File: src/rtl/mrpt_pkg.sv
// ----------------------------------------------------------------------------
// mrpt_pkg
// shared types, command codes and constants of the primality test core
// ----------------------------------------------------------------------------
package mrpt_pkg;

   // default working width of the arithmetic
   localparam int WIDTH_DEFAULT = 32;
   // width of the number and base fields on the ports
   localparam int FIELD_W       = 32;
   // reset value of the small limit register
   localparam logic [FIELD_W-1:0] LIMIT_RESET = 32'd1024;

   // input word
   typedef struct packed {
      logic [FIELD_W-1:0] number;
      logic [FIELD_W-1:0] base;
   } req_type;

   // result word
   typedef struct packed {
      logic prime_flag;
      logic method;
   } rsp_type;

   // commands from controller to datapath
   typedef enum logic [3:0] {
      CMD_NONE        = 4'd0,
      CMD_LOAD        = 4'd1,
      CMD_TRIAL_START = 4'd2,
      CMD_BASE_START  = 4'd3,
      CMD_DIV_STEP    = 4'd4,
      CMD_BASE_WB     = 4'd5,
      CMD_NEXT_DIV    = 4'd6,
      CMD_SPLIT_INIT  = 4'd7,
      CMD_SPLIT_STEP  = 4'd8,
      CMD_MUL_XB      = 4'd9,
      CMD_MUL_BB      = 4'd10,
      CMD_MUL_XX      = 4'd11,
      CMD_MUL_STEP    = 4'd12,
      CMD_X_WB        = 4'd13,
      CMD_B_WB        = 4'd14,
      CMD_XX_WB       = 4'd15
   } cmd_type;

   // status from datapath to controller
   typedef struct packed {
      logic mode_trial;
      logic n_lt_2;
      logic n_even;
      logic d_lsb;
      logic d_zero;
      logic div_busy;
      logic trial_stop;
      logic rem_zero;
      logic base_zero;
      logic mul_busy;
      logic x_one;
      logic x_nm1;
      logic s_gt1;
   } status_type;

endpackage

File: src/rtl/mrpt_datapath.sv
// ----------------------------------------------------------------------------
// mrpt_datapath
// operand registers, bit-serial divider and double-and-add modular multiplier
// ----------------------------------------------------------------------------
module mrpt_datapath #(
   parameter int WIDTH = mrpt_pkg::WIDTH_DEFAULT
) (
   input  logic                         clock,
   input  logic                         reset,
   input  logic                         csr_write,
   input  logic [mrpt_pkg::FIELD_W-1:0] csr_data,
   input  mrpt_pkg::req_type            req_data,
   input  mrpt_pkg::cmd_type            cmd,
   output mrpt_pkg::status_type         status
);
   import mrpt_pkg::*;

   localparam int CW   = $clog2(WIDTH + 1);
   localparam int CMPW = (WIDTH > FIELD_W) ? WIDTH : FIELD_W;

   logic [WIDTH-1:0]   n_ff, n_in, base_ff, base_in, x_ff, x_in, i_ff, i_in;
   logic [WIDTH-1:0]   d_ff, d_in, rem_ff, rem_in, quo_ff, quo_in, dv_ff, dv_in;
   logic [WIDTH-1:0]   acc_ff, acc_in, ma_ff, ma_in, mb_ff, mb_in;
   logic [CW-1:0]      s_ff, s_in, cnt_ff, cnt_in;
   logic [FIELD_W-1:0] limit_ff, limit_in;

   logic [WIDTH-1:0]   nm1;
   logic [WIDTH:0]     div_t;
   logic               div_ge;
   logic [WIDTH-1:0]   div_rem, acc_step, ma_step;

   // (a + b) mod m with a, b below m
   function automatic logic [WIDTH-1:0] add_mod(input logic [WIDTH-1:0] a,
                                                input logic [WIDTH-1:0] b,
                                                input logic [WIDTH-1:0] m);
      logic [WIDTH-1:0] room;
      room = m - b;
      return (a >= room) ? (a - room) : (a + b);
   endfunction

   assign nm1 = n_ff - WIDTH'(1);

   // one restoring division step
   assign div_t   = {rem_ff, quo_ff[WIDTH-1]};
   assign div_ge  = (div_t >= {1'b0, dv_ff});
   assign div_rem = div_ge ? WIDTH'(div_t - {1'b0, dv_ff}) : div_t[WIDTH-1:0];

   // one double-and-add multiplication step
   assign acc_step = mb_ff[0] ? add_mod(acc_ff, ma_ff, n_ff) : acc_ff;
   assign ma_step  = add_mod(ma_ff, ma_ff, n_ff);

   // next-state logic driven by command
   always_comb begin
      n_in     = n_ff;
      base_in  = base_ff;
      x_in     = x_ff;
      i_in     = i_ff;
      d_in     = d_ff;
      s_in     = s_ff;
      rem_in   = rem_ff;
      quo_in   = quo_ff;
      dv_in    = dv_ff;
      cnt_in   = cnt_ff;
      acc_in   = acc_ff;
      ma_in    = ma_ff;
      mb_in    = mb_ff;
      limit_in = csr_write ? csr_data : limit_ff;
      case (cmd)
         CMD_LOAD: begin
            n_in    = WIDTH'(req_data.number);
            base_in = WIDTH'(req_data.base);
            i_in    = WIDTH'(2);
            x_in    = WIDTH'(1);
         end
         CMD_TRIAL_START: begin
            quo_in = n_ff;
            rem_in = '0;
            dv_in  = i_ff;
            cnt_in = CW'(WIDTH);
         end
         CMD_BASE_START: begin
            quo_in = base_ff;
            rem_in = '0;
            dv_in  = n_ff;
            cnt_in = CW'(WIDTH);
         end
         CMD_DIV_STEP: begin
            rem_in = div_rem;
            quo_in = {quo_ff[WIDTH-2:0], div_ge};
            cnt_in = cnt_ff - CW'(1);
         end
         CMD_BASE_WB:  base_in = rem_ff;
         CMD_NEXT_DIV: i_in = i_ff + WIDTH'(1);
         CMD_SPLIT_INIT: begin
            d_in = nm1;
            s_in = '0;
         end
         CMD_SPLIT_STEP: begin
            d_in = d_ff >> 1;
            s_in = s_ff + CW'(1);
         end
         CMD_MUL_XB: begin
            acc_in = '0;
            ma_in  = x_ff;
            mb_in  = base_ff;
         end
         CMD_MUL_BB: begin
            acc_in = '0;
            ma_in  = base_ff;
            mb_in  = base_ff;
         end
         CMD_MUL_XX: begin
            acc_in = '0;
            ma_in  = x_ff;
            mb_in  = x_ff;
         end
         CMD_MUL_STEP: begin
            acc_in = acc_step;
            ma_in  = ma_step;
            mb_in  = mb_ff >> 1;
         end
         CMD_X_WB: x_in = acc_ff;
         CMD_B_WB: begin
            base_in = acc_ff;
            d_in    = d_ff >> 1;
         end
         CMD_XX_WB: begin
            x_in = acc_ff;
            s_in = s_ff - CW'(1);
         end
         default: ;
      endcase
   end

   // registers
   always_ff @(posedge clock) begin
      if (reset) begin
         limit_ff <= LIMIT_RESET;
      end else begin
         limit_ff <= limit_in;
      end
      n_ff    <= n_in;
      base_ff <= base_in;
      x_ff    <= x_in;
      i_ff    <= i_in;
      d_ff    <= d_in;
      s_ff    <= s_in;
      rem_ff  <= rem_in;
      quo_ff  <= quo_in;
      dv_ff   <= dv_in;
      cnt_ff  <= cnt_in;
      acc_ff  <= acc_in;
      ma_ff   <= ma_in;
      mb_ff   <= mb_in;
   end

   // status flags
   always_comb begin
      status.mode_trial = (n_ff < WIDTH'(4)) || (CMPW'(n_ff) < CMPW'(limit_ff));
      status.n_lt_2     = (n_ff < WIDTH'(2));
      status.n_even     = ~n_ff[0];
      status.d_lsb      = d_ff[0];
      status.d_zero     = (d_ff == '0);
      status.div_busy   = (cnt_ff != '0);
      status.trial_stop = (i_ff > quo_ff);
      status.rem_zero   = (rem_ff == '0);
      status.base_zero  = (base_ff == '0);
      status.mul_busy   = (mb_ff != '0);
      status.x_one      = (x_ff == WIDTH'(1));
      status.x_nm1      = (x_ff == nm1);
      status.s_gt1      = (s_ff > CW'(1));
   end

endmodule

File: src/rtl/mrpt_ctrl.sv
// ----------------------------------------------------------------------------
// mrpt_ctrl
// sequencer for trial division and one miller-rabin round, plus result register
// ----------------------------------------------------------------------------
module mrpt_ctrl (
   input  logic                 clock,
   input  logic                 reset,
   input  logic                 req_valid,
   output logic                 req_stall,
   output logic                 rsp_valid,
   input  logic                 rsp_stall,
   output mrpt_pkg::rsp_type    rsp_data,
   input  mrpt_pkg::status_type status,
   output mrpt_pkg::cmd_type    cmd
);
   import mrpt_pkg::*;

   typedef enum logic [14:0] {
      ST_IDLE        = 15'h0001,
      ST_CLASSIFY    = 15'h0002,
      ST_TRIAL_START = 15'h0004,
      ST_TRIAL_RUN   = 15'h0008,
      ST_SPLIT       = 15'h0010,
      ST_BASE_RUN    = 15'h0020,
      ST_BASE_CHECK  = 15'h0040,
      ST_POW_CHECK   = 15'h0080,
      ST_XB_RUN      = 15'h0100,
      ST_BB_START    = 15'h0200,
      ST_BB_RUN      = 15'h0400,
      ST_SQ_CHECK    = 15'h0800,
      ST_XX_RUN      = 15'h1000,
      ST_SQ_TEST     = 15'h2000,
      ST_DONE        = 15'h4000
   } state_type;

   state_type state_ff, state_in;
   rsp_type   res_ff, res_in, rsp_ff, rsp_in;
   logic      rsp_valid_ff, rsp_valid_in;

   assign req_stall = (state_ff != ST_IDLE);
   assign rsp_valid = rsp_valid_ff;
   assign rsp_data  = rsp_ff;

   // state transitions and commands
   always_comb begin
      state_in     = state_ff;
      res_in       = res_ff;
      rsp_in       = rsp_ff;
      rsp_valid_in = rsp_valid_ff && rsp_stall;
      cmd          = CMD_NONE;
      case (state_ff)
         ST_IDLE: begin
            if (req_valid) begin
               cmd      = CMD_LOAD;
               state_in = ST_CLASSIFY;
            end
         end
         ST_CLASSIFY: begin
            if (status.mode_trial) begin
               if (status.n_lt_2) begin
                  res_in   = '{prime_flag: 1'b0, method: 1'b0};
                  state_in = ST_DONE;
               end else begin
                  state_in = ST_TRIAL_START;
               end
            end else if (status.n_even) begin
               res_in   = '{prime_flag: 1'b0, method: 1'b1};
               state_in = ST_DONE;
            end else begin
               cmd      = CMD_SPLIT_INIT;
               state_in = ST_SPLIT;
            end
         end
         ST_TRIAL_START: begin
            cmd      = CMD_TRIAL_START;
            state_in = ST_TRIAL_RUN;
         end
         ST_TRIAL_RUN: begin
            if (status.div_busy) begin
               cmd = CMD_DIV_STEP;
            end else if (status.trial_stop) begin
               res_in   = '{prime_flag: 1'b1, method: 1'b0};
               state_in = ST_DONE;
            end else if (status.rem_zero) begin
               res_in   = '{prime_flag: 1'b0, method: 1'b0};
               state_in = ST_DONE;
            end else begin
               cmd      = CMD_NEXT_DIV;
               state_in = ST_TRIAL_START;
            end
         end
         // strip factors of two from number-1
         ST_SPLIT: begin
            if (!status.d_lsb) begin
               cmd = CMD_SPLIT_STEP;
            end else begin
               cmd      = CMD_BASE_START;
               state_in = ST_BASE_RUN;
            end
         end
         ST_BASE_RUN: begin
            if (status.div_busy) begin
               cmd = CMD_DIV_STEP;
            end else begin
               cmd      = CMD_BASE_WB;
               state_in = ST_BASE_CHECK;
            end
         end
         ST_BASE_CHECK: begin
            if (status.base_zero) begin
               res_in   = '{prime_flag: 1'b1, method: 1'b1};
               state_in = ST_DONE;
            end else begin
               state_in = ST_POW_CHECK;
            end
         end
         // square-and-multiply over the exponent bits
         ST_POW_CHECK: begin
            if (!status.d_zero) begin
               if (status.d_lsb) begin
                  cmd      = CMD_MUL_XB;
                  state_in = ST_XB_RUN;
               end else begin
                  cmd      = CMD_MUL_BB;
                  state_in = ST_BB_RUN;
               end
            end else if (status.x_one || status.x_nm1) begin
               res_in   = '{prime_flag: 1'b1, method: 1'b1};
               state_in = ST_DONE;
            end else begin
               state_in = ST_SQ_CHECK;
            end
         end
         ST_XB_RUN: begin
            if (status.mul_busy) begin
               cmd = CMD_MUL_STEP;
            end else begin
               cmd      = CMD_X_WB;
               state_in = ST_BB_START;
            end
         end
         ST_BB_START: begin
            cmd      = CMD_MUL_BB;
            state_in = ST_BB_RUN;
         end
         ST_BB_RUN: begin
            if (status.mul_busy) begin
               cmd = CMD_MUL_STEP;
            end else begin
               cmd      = CMD_B_WB;
               state_in = ST_POW_CHECK;
            end
         end
         // repeated squaring looking for number-1
         ST_SQ_CHECK: begin
            if (status.s_gt1) begin
               cmd      = CMD_MUL_XX;
               state_in = ST_XX_RUN;
            end else begin
               res_in   = '{prime_flag: 1'b0, method: 1'b1};
               state_in = ST_DONE;
            end
         end
         ST_XX_RUN: begin
            if (status.mul_busy) begin
               cmd = CMD_MUL_STEP;
            end else begin
               cmd      = CMD_XX_WB;
               state_in = ST_SQ_TEST;
            end
         end
         ST_SQ_TEST: begin
            if (status.x_nm1) begin
               res_in   = '{prime_flag: 1'b1, method: 1'b1};
               state_in = ST_DONE;
            end else if (status.x_one) begin
               res_in   = '{prime_flag: 1'b0, method: 1'b1};
               state_in = ST_DONE;
            end else begin
               state_in = ST_SQ_CHECK;
            end
         end
         // hand the word to the output register once it is free
         ST_DONE: begin
            if (!rsp_valid_ff || !rsp_stall) begin
               rsp_valid_in = 1'b1;
               rsp_in       = res_ff;
               state_in     = ST_IDLE;
            end
         end
         default: state_in = ST_IDLE;
      endcase
   end

   // registers
   always_ff @(posedge clock) begin
      if (reset) begin
         state_ff     <= ST_IDLE;
         rsp_valid_ff <= 1'b0;
      end else begin
         state_ff     <= state_in;
         rsp_valid_ff <= rsp_valid_in;
      end
      res_ff <= res_in;
      rsp_ff <= rsp_in;
   end

endmodule

File: src/rtl/miller_rabin_prime_test_core.sv
// ----------------------------------------------------------------------------
// miller_rabin_prime_test_core
// trial division for small numbers, one miller-rabin round per word otherwise
// ----------------------------------------------------------------------------
//  channel  direction  handshake            payload
//  req      in         req_valid/req_stall  req_data (number, base)
//  rsp      out        rsp_valid/rsp_stall  rsp_data (prime_flag, method)
//  csr      in         csr_write            csr_data (small limit)
//
//  one word at a time; trial division tries up to sqrt(number) divisors,
//  each a bit-serial division
//  a round runs a setup (split of number-1, base reduction), then one or two
//  modular multiplies per exponent bit and one per squaring
//  synchronous reset clears the sequencer and sets the small limit to 1024
//  a new word is taken while a finished result waits on a stalled rsp
// ----------------------------------------------------------------------------
module miller_rabin_prime_test_core #(
   parameter int WIDTH = mrpt_pkg::WIDTH_DEFAULT
) (
   input  logic                         clock,
   input  logic                         reset,
   input  logic                         req_valid,
   output logic                         req_stall,
   input  mrpt_pkg::req_type            req_data,
   output logic                         rsp_valid,
   input  logic                         rsp_stall,
   output mrpt_pkg::rsp_type            rsp_data,
   input  logic                         csr_write,
   input  logic [mrpt_pkg::FIELD_W-1:0] csr_data
);
   import mrpt_pkg::*;

   cmd_type    cmd;
   status_type status;

   // arithmetic and operand storage
   mrpt_datapath #(
      .WIDTH(WIDTH)
   ) u_datapath (
      .clock    (clock),
      .reset    (reset),
      .csr_write(csr_write),
      .csr_data (csr_data),
      .req_data (req_data),
      .cmd      (cmd),
      .status   (status)
   );

   // sequencer and result register
   mrpt_ctrl u_ctrl (
      .clock    (clock),
      .reset    (reset),
      .req_valid(req_valid),
      .req_stall(req_stall),
      .rsp_valid(rsp_valid),
      .rsp_stall(rsp_stall),
      .rsp_data (rsp_data),
      .status   (status),
      .cmd      (cmd)
   );

endmodule
File: config.mk
export PLATFORM = sky130hd
export DESIGN_NAME = miller_rabin_prime_test_core
export DESIGN_NICKNAME = d
export VERILOG_FILES = /design/src/rtl/mrpt_pkg.sv /design/src/rtl/mrpt_datapath.sv /design/src/rtl/mrpt_ctrl.sv /design/src/rtl/miller_rabin_prime_test_core.sv
export SDC_FILE = /design/constraint.sdc
export NUM_CORES = 1
export LEC_CHECK = 0
export BUFFER_PORTS_ARGS = -buffer_cell sky130_fd_sc_hd__buf_2
export CELL_PAD_IN_SITES_DETAIL_PLACEMENT = 1
export CELL_PAD_IN_SITES_GLOBAL_PLACEMENT = 1
export CORE_MARGIN = 3
export CORE_UTILIZATION = 50
export CTS_BUF_LIST = sky130_fd_sc_hd__clkbuf_2 sky130_fd_sc_hd__clkbuf_4 sky130_fd_sc_hd__clkbuf_8
export DETAILED_ROUTE_END_ITERATION = 7
export PLACE_DENSITY_LB_ADDON = 0.12
export SLEW_MARGIN = 20
export SYNTH_ARGS = -nofsm -noshare
export SYNTH_HDL_FRONTEND = slang
export SYNTH_SLANG_ARGS = --single-unit
File: constraint.sdc
create_clock -name clock -period 10.9 [get_ports clock]
set_clock_uncertainty 0.15 [all_clocks]
set_input_delay 3.27 -clock clock [delete_from_list [all_inputs] [get_ports clock]]
set_output_delay 3.27 -clock clock [all_outputs]
set_load 0.005 [all_outputs]
After elaboration in Yosys (flattened, before gate mapping)
Index checks and enable logic that the tools add are counted.

storage, ports and cells
  register bits = 416
  input port bits = 101
  output and inout bits = 4
  logic and storage cells = 189

cells by class
  add/sub/neg operators = 11
  $lt $le $gt $ge = 8
  equal/unequal tests = 50
  muxes and demuxes = 67
  reductions and logical operators = 33

operators by type and width
  kind                     number
  $pmux W32 S2             6
  $pmux W32 S3             4
  $mux W15                 19
  $pmux W15 S15            1
  $mux W32                 4
  $sub A32 B32 Y32         4
  $logic_not A32 Y1        3
  $add A32 B32 Y32         2
  $ge A32 B32 Y1           2
  $pmux W4 S12             1
  $ge A33 B32 Y1           1
  $add A32 B1 Y32 const B  1
  $eq A32 B1 Y1 const B    1
  $eq A32 B32 Y1           1
  $eq A4 B4 Y1 const B     8
  $gt A32 B32 Y1           1
  $lt A32 B2 Y1 const B    1
  $lt A32 B3 Y1 const B    1
  $lt A32 B32 Y1           1
  $reduce_bool A32 Y1      1
  $sub A32 B1 Y32 const B  1
  $mux W2                  15
  $mux W4                  6
  $ne A2 B2 Y1 const B     9
  42 further kinds         75

Logic depth before layout (Yosys ltp)
Gate-level depths: netlist (run 1).

  depth after elaboration = 9
  mapped depth = 28
  mapped depth without buffers = 26

By module
From an unflattened synthesis (run 1), not the netlist that was laid out.

unflattened totals
  cell total of the unflattened synthesis = 3143
  area, all modules = 29706.0 um^2

modules (own cells, without submodules)
  module         times used  cells an instance  area each (um^2)  sequential area each (um^2)
  mrpt_datapath  1           2980               28371.0           11571.1
  mrpt_ctrl      1           163                1335.0            440.4

Least setup slack after synthesis (run 1)
No wires, ideal clock.

  path kind = input -> register
  from = input req_valid
  to = register u_datapath.cnt_ff[0], enable pin
  setup time = 430 ps
  arrival = 5973 ps
  required time = 10320 ps
  setup slack = 4347 ps
  stages = 8
  path buffers = 2
  cells stage by stage = nand4b_1 -> nor4bb_1 -> o31ai_1 -> nor3b_2 -> nand3_1 -> buf_2 -> buf_2 -> nand2_1

between the ends
  longest elaborated chain between the ends = 5
  elaborated cells on any way between the ends = 7
  those cells by class = eq/ne (3); mux (2); reduce/logical (2)

ends and longest elaborated chain
  what                              RTL line                            RTL
  from (decl)                       miller_rabin_prime_test_core.sv:22  input logic req_valid,
  $mux W1 (*)                       mrpt_ctrl.sv:53                     if (req_valid) begin
  $pmux W4 S12 (*)                  mrpt_ctrl.sv:51                     case (state_ff)
  $eq A4 B2 Y1                      mrpt_datapath.sv:68                 case (cmd)
  $reduce_or A2 Y1 (no line)        --
  $reduce_bool A2 Y1 (no line) (*)  --
  to (signal assigned)              mrpt_datapath.sv:151                cnt_ff <= cnt_in;
  to (decl)                         mrpt_datapath.sv:24                 logic [CW-1:0] s_ff, s_in, cnt_ff, cnt_in;

Every way passes the cells marked *; elsewhere a longest branch is shown, timed or not.
A chain may end at the register's enable or synchronous reset.

Worst setup path in the final report (run 1)
  from = register u_datapath.n_ff[4]
  to = register u_datapath.ma_ff[5] (data pin)

between the ends
  longest elaborated chain between the ends = 7
  elaborated cells on any way between the ends = 15
  those cells by class = add/sub (2); order compare (3); eq/ne (4); mux (4); reduce/logical (2)

ends and longest elaborated chain
  what                                                      RTL line              RTL
  from (decl)                                               mrpt_datapath.sv:21   logic [WIDTH-1:0] n_ff, n_in, base_ff, base_in, x_ff, x_in, i_ff, i_in;
  from (signal assigned)                                    mrpt_datapath.sv:142  n_ff <= n_in;
  branches (longest 6 deep; another with $sub A32 B32 Y32)  --
  $pmux W32 S3 (*)                                          mrpt_datapath.sv:68
  named net u_datapath.ma_in[5]                             mrpt_datapath.sv:23   logic [WIDTH-1:0] acc_ff, acc_in, ma_ff, ma_in, mb_ff, mb_in;
  to (signal assigned)                                      mrpt_datapath.sv:153  ma_ff <= ma_in;
  to (decl)                                                 mrpt_datapath.sv:23

Mark *: on every way through the listed nets, which the timed path passes.

==> impl_metrics.toml, run 1 <==
[outcome]
run_status = "finished clean"

[routing]
final_wl_um = 110700
drt-wirelength-per-cell_um = 27.15
detail_route.iter0.violations = 2422
routed_via_density = 6.369
first_pass_iters = 5
route.antenna.remaining_nets = 0
drcViolationCount = 0
dr_total_vias = 25970

[die]
die_x_um = 247.5
rows = 87
floorplan.initialDensity_pct = 51.12
floorplan.die_area_um2 = 61250
num_io_pins = 105
dieHeight_um = 247.5
design.core.area_um2 = 57040

[timing]
fin_ws_ns = 3.745
fin_max_slew_vios = 0
rsz0062_at_grt = "no"
worst_hold_slack_ns = 0.2778
setup_viol_count_final = 0
timing.slew.headroom_pct = 26.99
final-hold-violation-count = 0
post-route-min-period_ns = 7.155
worst_slew_pin_slew_ns = 1.084
fin_crit_sh_pct = 65.64
final.setup.tns_ns = 0
highest_clock_rate_mhz = 139.8

[logic_synthesis]
synth_cell_types = 86
asr_flop_ratio_synth_pct = 0
seq_area_frac_synth_pct = 41.19
synth-edff-count = 368
synth_largest_area_cell = "edfxtp_1"
synth_top_cells_by_area = "edfxtp_1 (38%), ha_1 (9.6%), nand2_1 (6.3%)"
synth_commonest_cells = "nand2_1 (486), edfxtp_1 (368), nor2_1 (255)"
synth_nets = 3463
ys_ff_latch = 416
synth_largest_type_area_fraction_pct = 37.90
synthCells = 3134
post_synth_instance_area_um2 = 29160
synthFlopType = "edfxtp_1"
ys.warnings.count = 0
top_count_cell_post_synth = "nand2_1"
syn-mean-instance-area_um2 = 9.304

[pwr]
max-vdd-ir-drop_uv = 112.0
power_density_nw_per_um2 = 136.8
power_leakage_nw = 13.38

[critical_path]
crit_path_top_delay_cell = "edfxtp_1"
critPathCaptureType = "flop"
data_arrival_time_of_the_critical_path_ns = 7.44
cp_bufs_invs = 1
kind_of_launch_point_of_the_worst_setup_path = "flop"
critical_path.max_fanout = 27
critPathRequiredTime_ns = 11.18
worst-setup-path-type = "reg2reg"
crit_path_max_incr_delay_ns = 0.63
path_common_cell = "a21o_1"
path_delay_family = "compound AO/OA/AOI/OAI gates"

[clock_network]
post_cts.resized_instances = 0
cts_tree = "built"
cts.clk_slew.worst_paths_ns = 0.06
clk_latency_ns = 0.69
cts-htree-levels = 3
cts-root-to-sink-buffers = 3
clock-sinks = 416
ctsHoldBuffers = 0
post-cts-setup-buffers = 0
numCtsBuffers = 76
cts_root_buffer = "clkbuf_8"

[placed_design]
post-place-ws_ns = 3.841
placer_congestion_estimate = 0.9555
place.port_buffers = 104
hpwl_dp_um = 84770
detailed_place.area_um2 = 30560

[global_routing]
sum_of_overflow_across_all_layers_after_global_routing = 0
grt_max_degree = 66
grt_first_pass_wirelength_um = 165300
antenna_found_initial = 4
grt_pass1_vias = 26650
grt.total_usage_pct = 35.99

[job]
max_cap_viol_count = 0

[layout]
finalNetCount = 3585
final_area_um2 = 32140
layout.core_utilization_pct = 56.34
n_fill_cell = 6644
syn_to_final_growth_pct = 10.22
post_route_cells_drive_above_1_share_pct = 9.675

[min_path]
hold_class = "reg2reg"
area by class of cell:
class                   count  area, um2  share of cell area, %
clock inverters            27      201.4                 0.6268
clock buffers             113       1368                  4.255
diodes                      4      10.01                0.03115
inverters                 182      683.2                  2.126
well taps                 756      945.9                  2.943
flip-flops and latches    416      12010                  37.37
multi-input cells        2431      16060                  49.97
repair buffers            149      858.3                  2.671
kinds of logic (layout without fill, tap and decap cells):
group	count (synthesis)	count (layout)	synth area share [%]
adders and majority gates	230	230	9.981
and+or+nand+nor	1160	1160	18.50
DFF	416	416	41.19
muxes	80	80	2.798
AOI/OAI and AO/OA	721	721	16.44
xor gates and xnor gates	240	240	7.209
buffers and inverters	287	471	3.875
other	0	4	0
through the flow:
| step | std cells | power [W] |
|---|---|---|
| 2_1_floorplan | 3134 | 0.002485 |
| 3_3_place_gp | 3934 | 0.002765 |
| 3_5_place_dp | 3934 | 0.002800 |
| 4_1_cts | 4074 | 0.004392 |
| 5_1_grt | 4075 | 0.004565 |
| 6_report | 4078 | 0.004395 |
layout by cell type, fill, tap and decap left out, types with 30 or more instances in the layout:
master	count
nand4_1	47
and2_1	44
a21o_1	109
nor2_1	252
o21ai_0	123
inv_1	182
xnor2_1	127
nor3_1	47
a21oi_1	164
a22oi_1	98
edfxtp_1	368
mux2i_1	77
clkbuf_8	83
nand3_1	73
buf_4	45
nand2_1	485
buf_2	104
dfxtp_1	48
nor4_1	56
clkbuf_4	30
ha_1	223
xor2_1	113
routing by layer:
layer	global-route usage [%]	wire, um	up-vias
met5	0	0	-
met3	4.883	8520	266
met1	49.89	47720	12950
met2	55.47	48100	1118
li1	-	-	11640
met4	17.95	6389	0
where the power goes:
group | internal [W] | total (W) | switching [W]
clock network | 0.000858 | 0.00160 | 0.000739
registers | 0.00181 | 0.00191 | 0.000105
logic | 0.000337 | 0.000887 | 0.000550
path summary, 6_finish.rpt:
| kind | from | end | slack, ns | cells past startpoint |
|---|---|---|---|---|
| setup / recovery | u_datapath.n_ff[4] | u_datapath.ma_ff[5] | 3.75 | 25 |
| hold / removal | u_ctrl.res_ff[1] | u_ctrl.rsp_data[1] | 0.28 | 0 |
| setup reg to reg | u_datapath.n_ff[4] | u_datapath.ma_ff[5] | 3.75 | 25 |
| hold reg to reg | u_ctrl.res_ff[1] | u_ctrl.rsp_data[1] | 0.28 | 0 |
Note: power is estimated with default switching activity, not from simulation.
==> run 2: changes to the inputs <==
--- a/config.mk
+++ b/config.mk
@@ -9,7 +9,7 @@
 export CELL_PAD_IN_SITES_DETAIL_PLACEMENT = 1
 export CELL_PAD_IN_SITES_GLOBAL_PLACEMENT = 1
 export CORE_MARGIN = 3
-export CORE_UTILIZATION = 50
+export CORE_UTILIZATION = 46
 export CTS_BUF_LIST = sky130_fd_sc_hd__clkbuf_2 sky130_fd_sc_hd__clkbuf_4 sky130_fd_sc_hd__clkbuf_8
 export DETAILED_ROUTE_END_ITERATION = 7
 export PLACE_DENSITY_LB_ADDON = 0.12
==> constraint.sdc (replaced) <==
create_clock -name clock -period 6.5 [get_ports clock]
set_clock_uncertainty 0.15 [all_clocks]
set_input_delay 1.95 -clock clock [delete_from_list [all_inputs] [get_ports clock]]
set_output_delay 1.95 -clock clock [all_outputs]
set_load 0.005 [all_outputs]
==> impl_metrics.toml, run 2 (synthesized netlist as in run 1, its figures left out) <==
[timing]
rsz0062_at_grt = "no"
timing.slew.headroom_pct = 29.12
fin_max_slew_vios = 0
worst_slew_pin_slew_ns = 1.063
fin_crit_sh_pct = 95.19
highest_clock_rate_mhz = 161.6
post-route-min-period_ns = 6.187
setup_viol_count_final = 0
final-hold-violation-count = 0
final.setup.tns_ns = 0
fin_ws_ns = 0.3128

[critical_path]
depth_of_the_worst_register_to_register_path = 25
r2r_path_end = "u_datapath.acc_ff[14]"
worst-setup-path-type = "reg2reg"
crit_path_top_delay_cell = "edfxtp_1"
critPathCaptureType = "flop"
path_common_cell = "o21ai_0"
worstSetupStartpoint = "u_datapath.ma_ff[1]"
r2r-start = "u_datapath.ma_ff[1]"
critical_path.max_fanout = 32
critPathRequiredTime_ns = 6.74
data_arrival_time_of_the_critical_path_ns = 6.43
setup.worst_path.end = "u_datapath.acc_ff[14]"
kind_of_launch_point_of_the_worst_setup_path = "flop"
setup.reg_to_reg.worst_slack_ns = 0.31
crit_path_max_incr_delay_ns = 0.40

[die]
die_x_um = 257.8
floorplan.initialDensity_pct = 46.90
num_io_pins = 105
design.core.area_um2 = 62170
dieHeight_um = 257.8
floorplan.die_area_um2 = 66440
rows = 91

[placed_design]
post-place-ws_ns = -0.2015
hpwl_dp_um = 86370
post-place-cells = 4067
place.port_buffers = 104
placer_congestion_estimate = 0.9935

[layout]
final_cell_mix = "nand2_1 (484), edfxtp_1 (368), nor2_1 (252)"
post_route_cells_drive_above_1_share_pct = 11.43
finalNetCount = 3649
final-instance-count-excl-fill = 4225
final_common_cell = "nand2_1"
syn_to_final_growth_pct = 12.47

[global_routing]
sum_of_overflow_across_all_layers_after_global_routing = 0
antenna_found_initial = 2
grt_max_degree = 71
grt_first_pass_wirelength_um = 166200
grt_pass1_vias = 26850
grt.total_usage_pct = 32.86

[clock_network]
cts-htree-levels = 3
ctsHoldBuffers = 0
numCtsBuffers = 80
cts_root_buffer = "clkbuf_8"
cts_tree = "built"
clock-sinks = 416
cts.clk_slew.worst_paths_ns = 0.06
cts-root-to-sink-buffers = 3
clk_latency_ns = 0.70

[pwr]
max-vdd-ir-drop_uv = 148.2
power_density_nw_per_um2 = 227.9
total_power_w = 0.007473
power_leakage_nw = 13.71

[outcome]
run_status = "finished clean"

[routing]
route.antenna.remaining_nets = 0
drt-wirelength-per-cell_um = 26.33
final_wl_um = 111200
first_pass_iters = 7
dr_total_vias = 26030
drcViolationCount = 0
routed_via_density = 6.161
detail_route.iter0.violations = 2197

[job]
max_cap_viol_count = 0

[min_path]
hold_class = "reg2reg"
## run 2: power breakdown
group	internal [W]	total, W	leakage [nW]	switching (W)
clock network	0.00144	0.00271	0.845	0.00127
logic	0.000615	0.00156	9.14	0.000949
registers	0.00303	0.00320	3.72	0.000167
## run 2: worst min path at each step
stage | end | depth (start not counted) | startpoint | slack [ns]
floorplan | u_ctrl.rsp_data[0] | 0 | u_ctrl.res_ff[0] | 0.25
global placement | u_ctrl.rsp_data[0] | 0 | u_ctrl.res_ff[0] | 0.26
detailed placement | u_ctrl.rsp_data[0] | 0 | u_ctrl.res_ff[0] | 0.27
CTS | u_ctrl.rsp_data[1] | 0 | u_ctrl.res_ff[1] | 0.28
global route | u_ctrl.rsp_data[1] | 0 | u_ctrl.res_ff[1] | 0.29
finish | u_ctrl.rsp_data[1] | 0 | u_ctrl.res_ff[1] | 0.28
## run 2: metrics by stage
stage                     area, um2  hold slack [ns]  utilization (%)
after floorplan               29160           0.2503                -
after global placement        31090           0.2556            50.01
after detailed placement      31090           0.2707            50.01
after CTS                     32700           0.2791            52.60
after global routing          32790           0.2916            52.75
final                         32800           0.2802            52.75
## run 2: what timing repair did
action	4_1_cts	5_1_grt
setup endpoints to repair	13	60
pin swaps	1	2
resized for setup	2	4
endpoints found under the hold margin	0	0
buffers inserted	0	8
## run 2: area by class of cell
class | instances | area, um2
fill | 7252 | 29370
tap | 837 | 1047
multi-input combinational | 2431 | 16100
clock inverter | 44 | 296.5
antenna | 2 | 5.005
sequential | 416 | 12010
clock buffer | 104 | 1306
timing repair buffer | 209 | 1346
inverter | 182 | 683.2
## run 2: critical path: cells and delay by family, from the launching register on
family                     cells  cell delay (ns)
AOI/OAI and AO/OA             14             3.15
xor gates and xnor gates       1             0.36
adders and majority gates      2             0.63
buffers and inverters          3             0.50
DFF                            1             0.40
muxes                          1             0.21
and+or+nand+nor                4             0.48
## run 2: routing by layer
layer	routed length (um)	GRT usage [%]	vias to the layer above
li1	-	-	11800
met1	46910	43.56	13030
met2	49830	52.44	931
met3	7709	4.805	266
met4	6763	16.87	4
met5	34	0	-
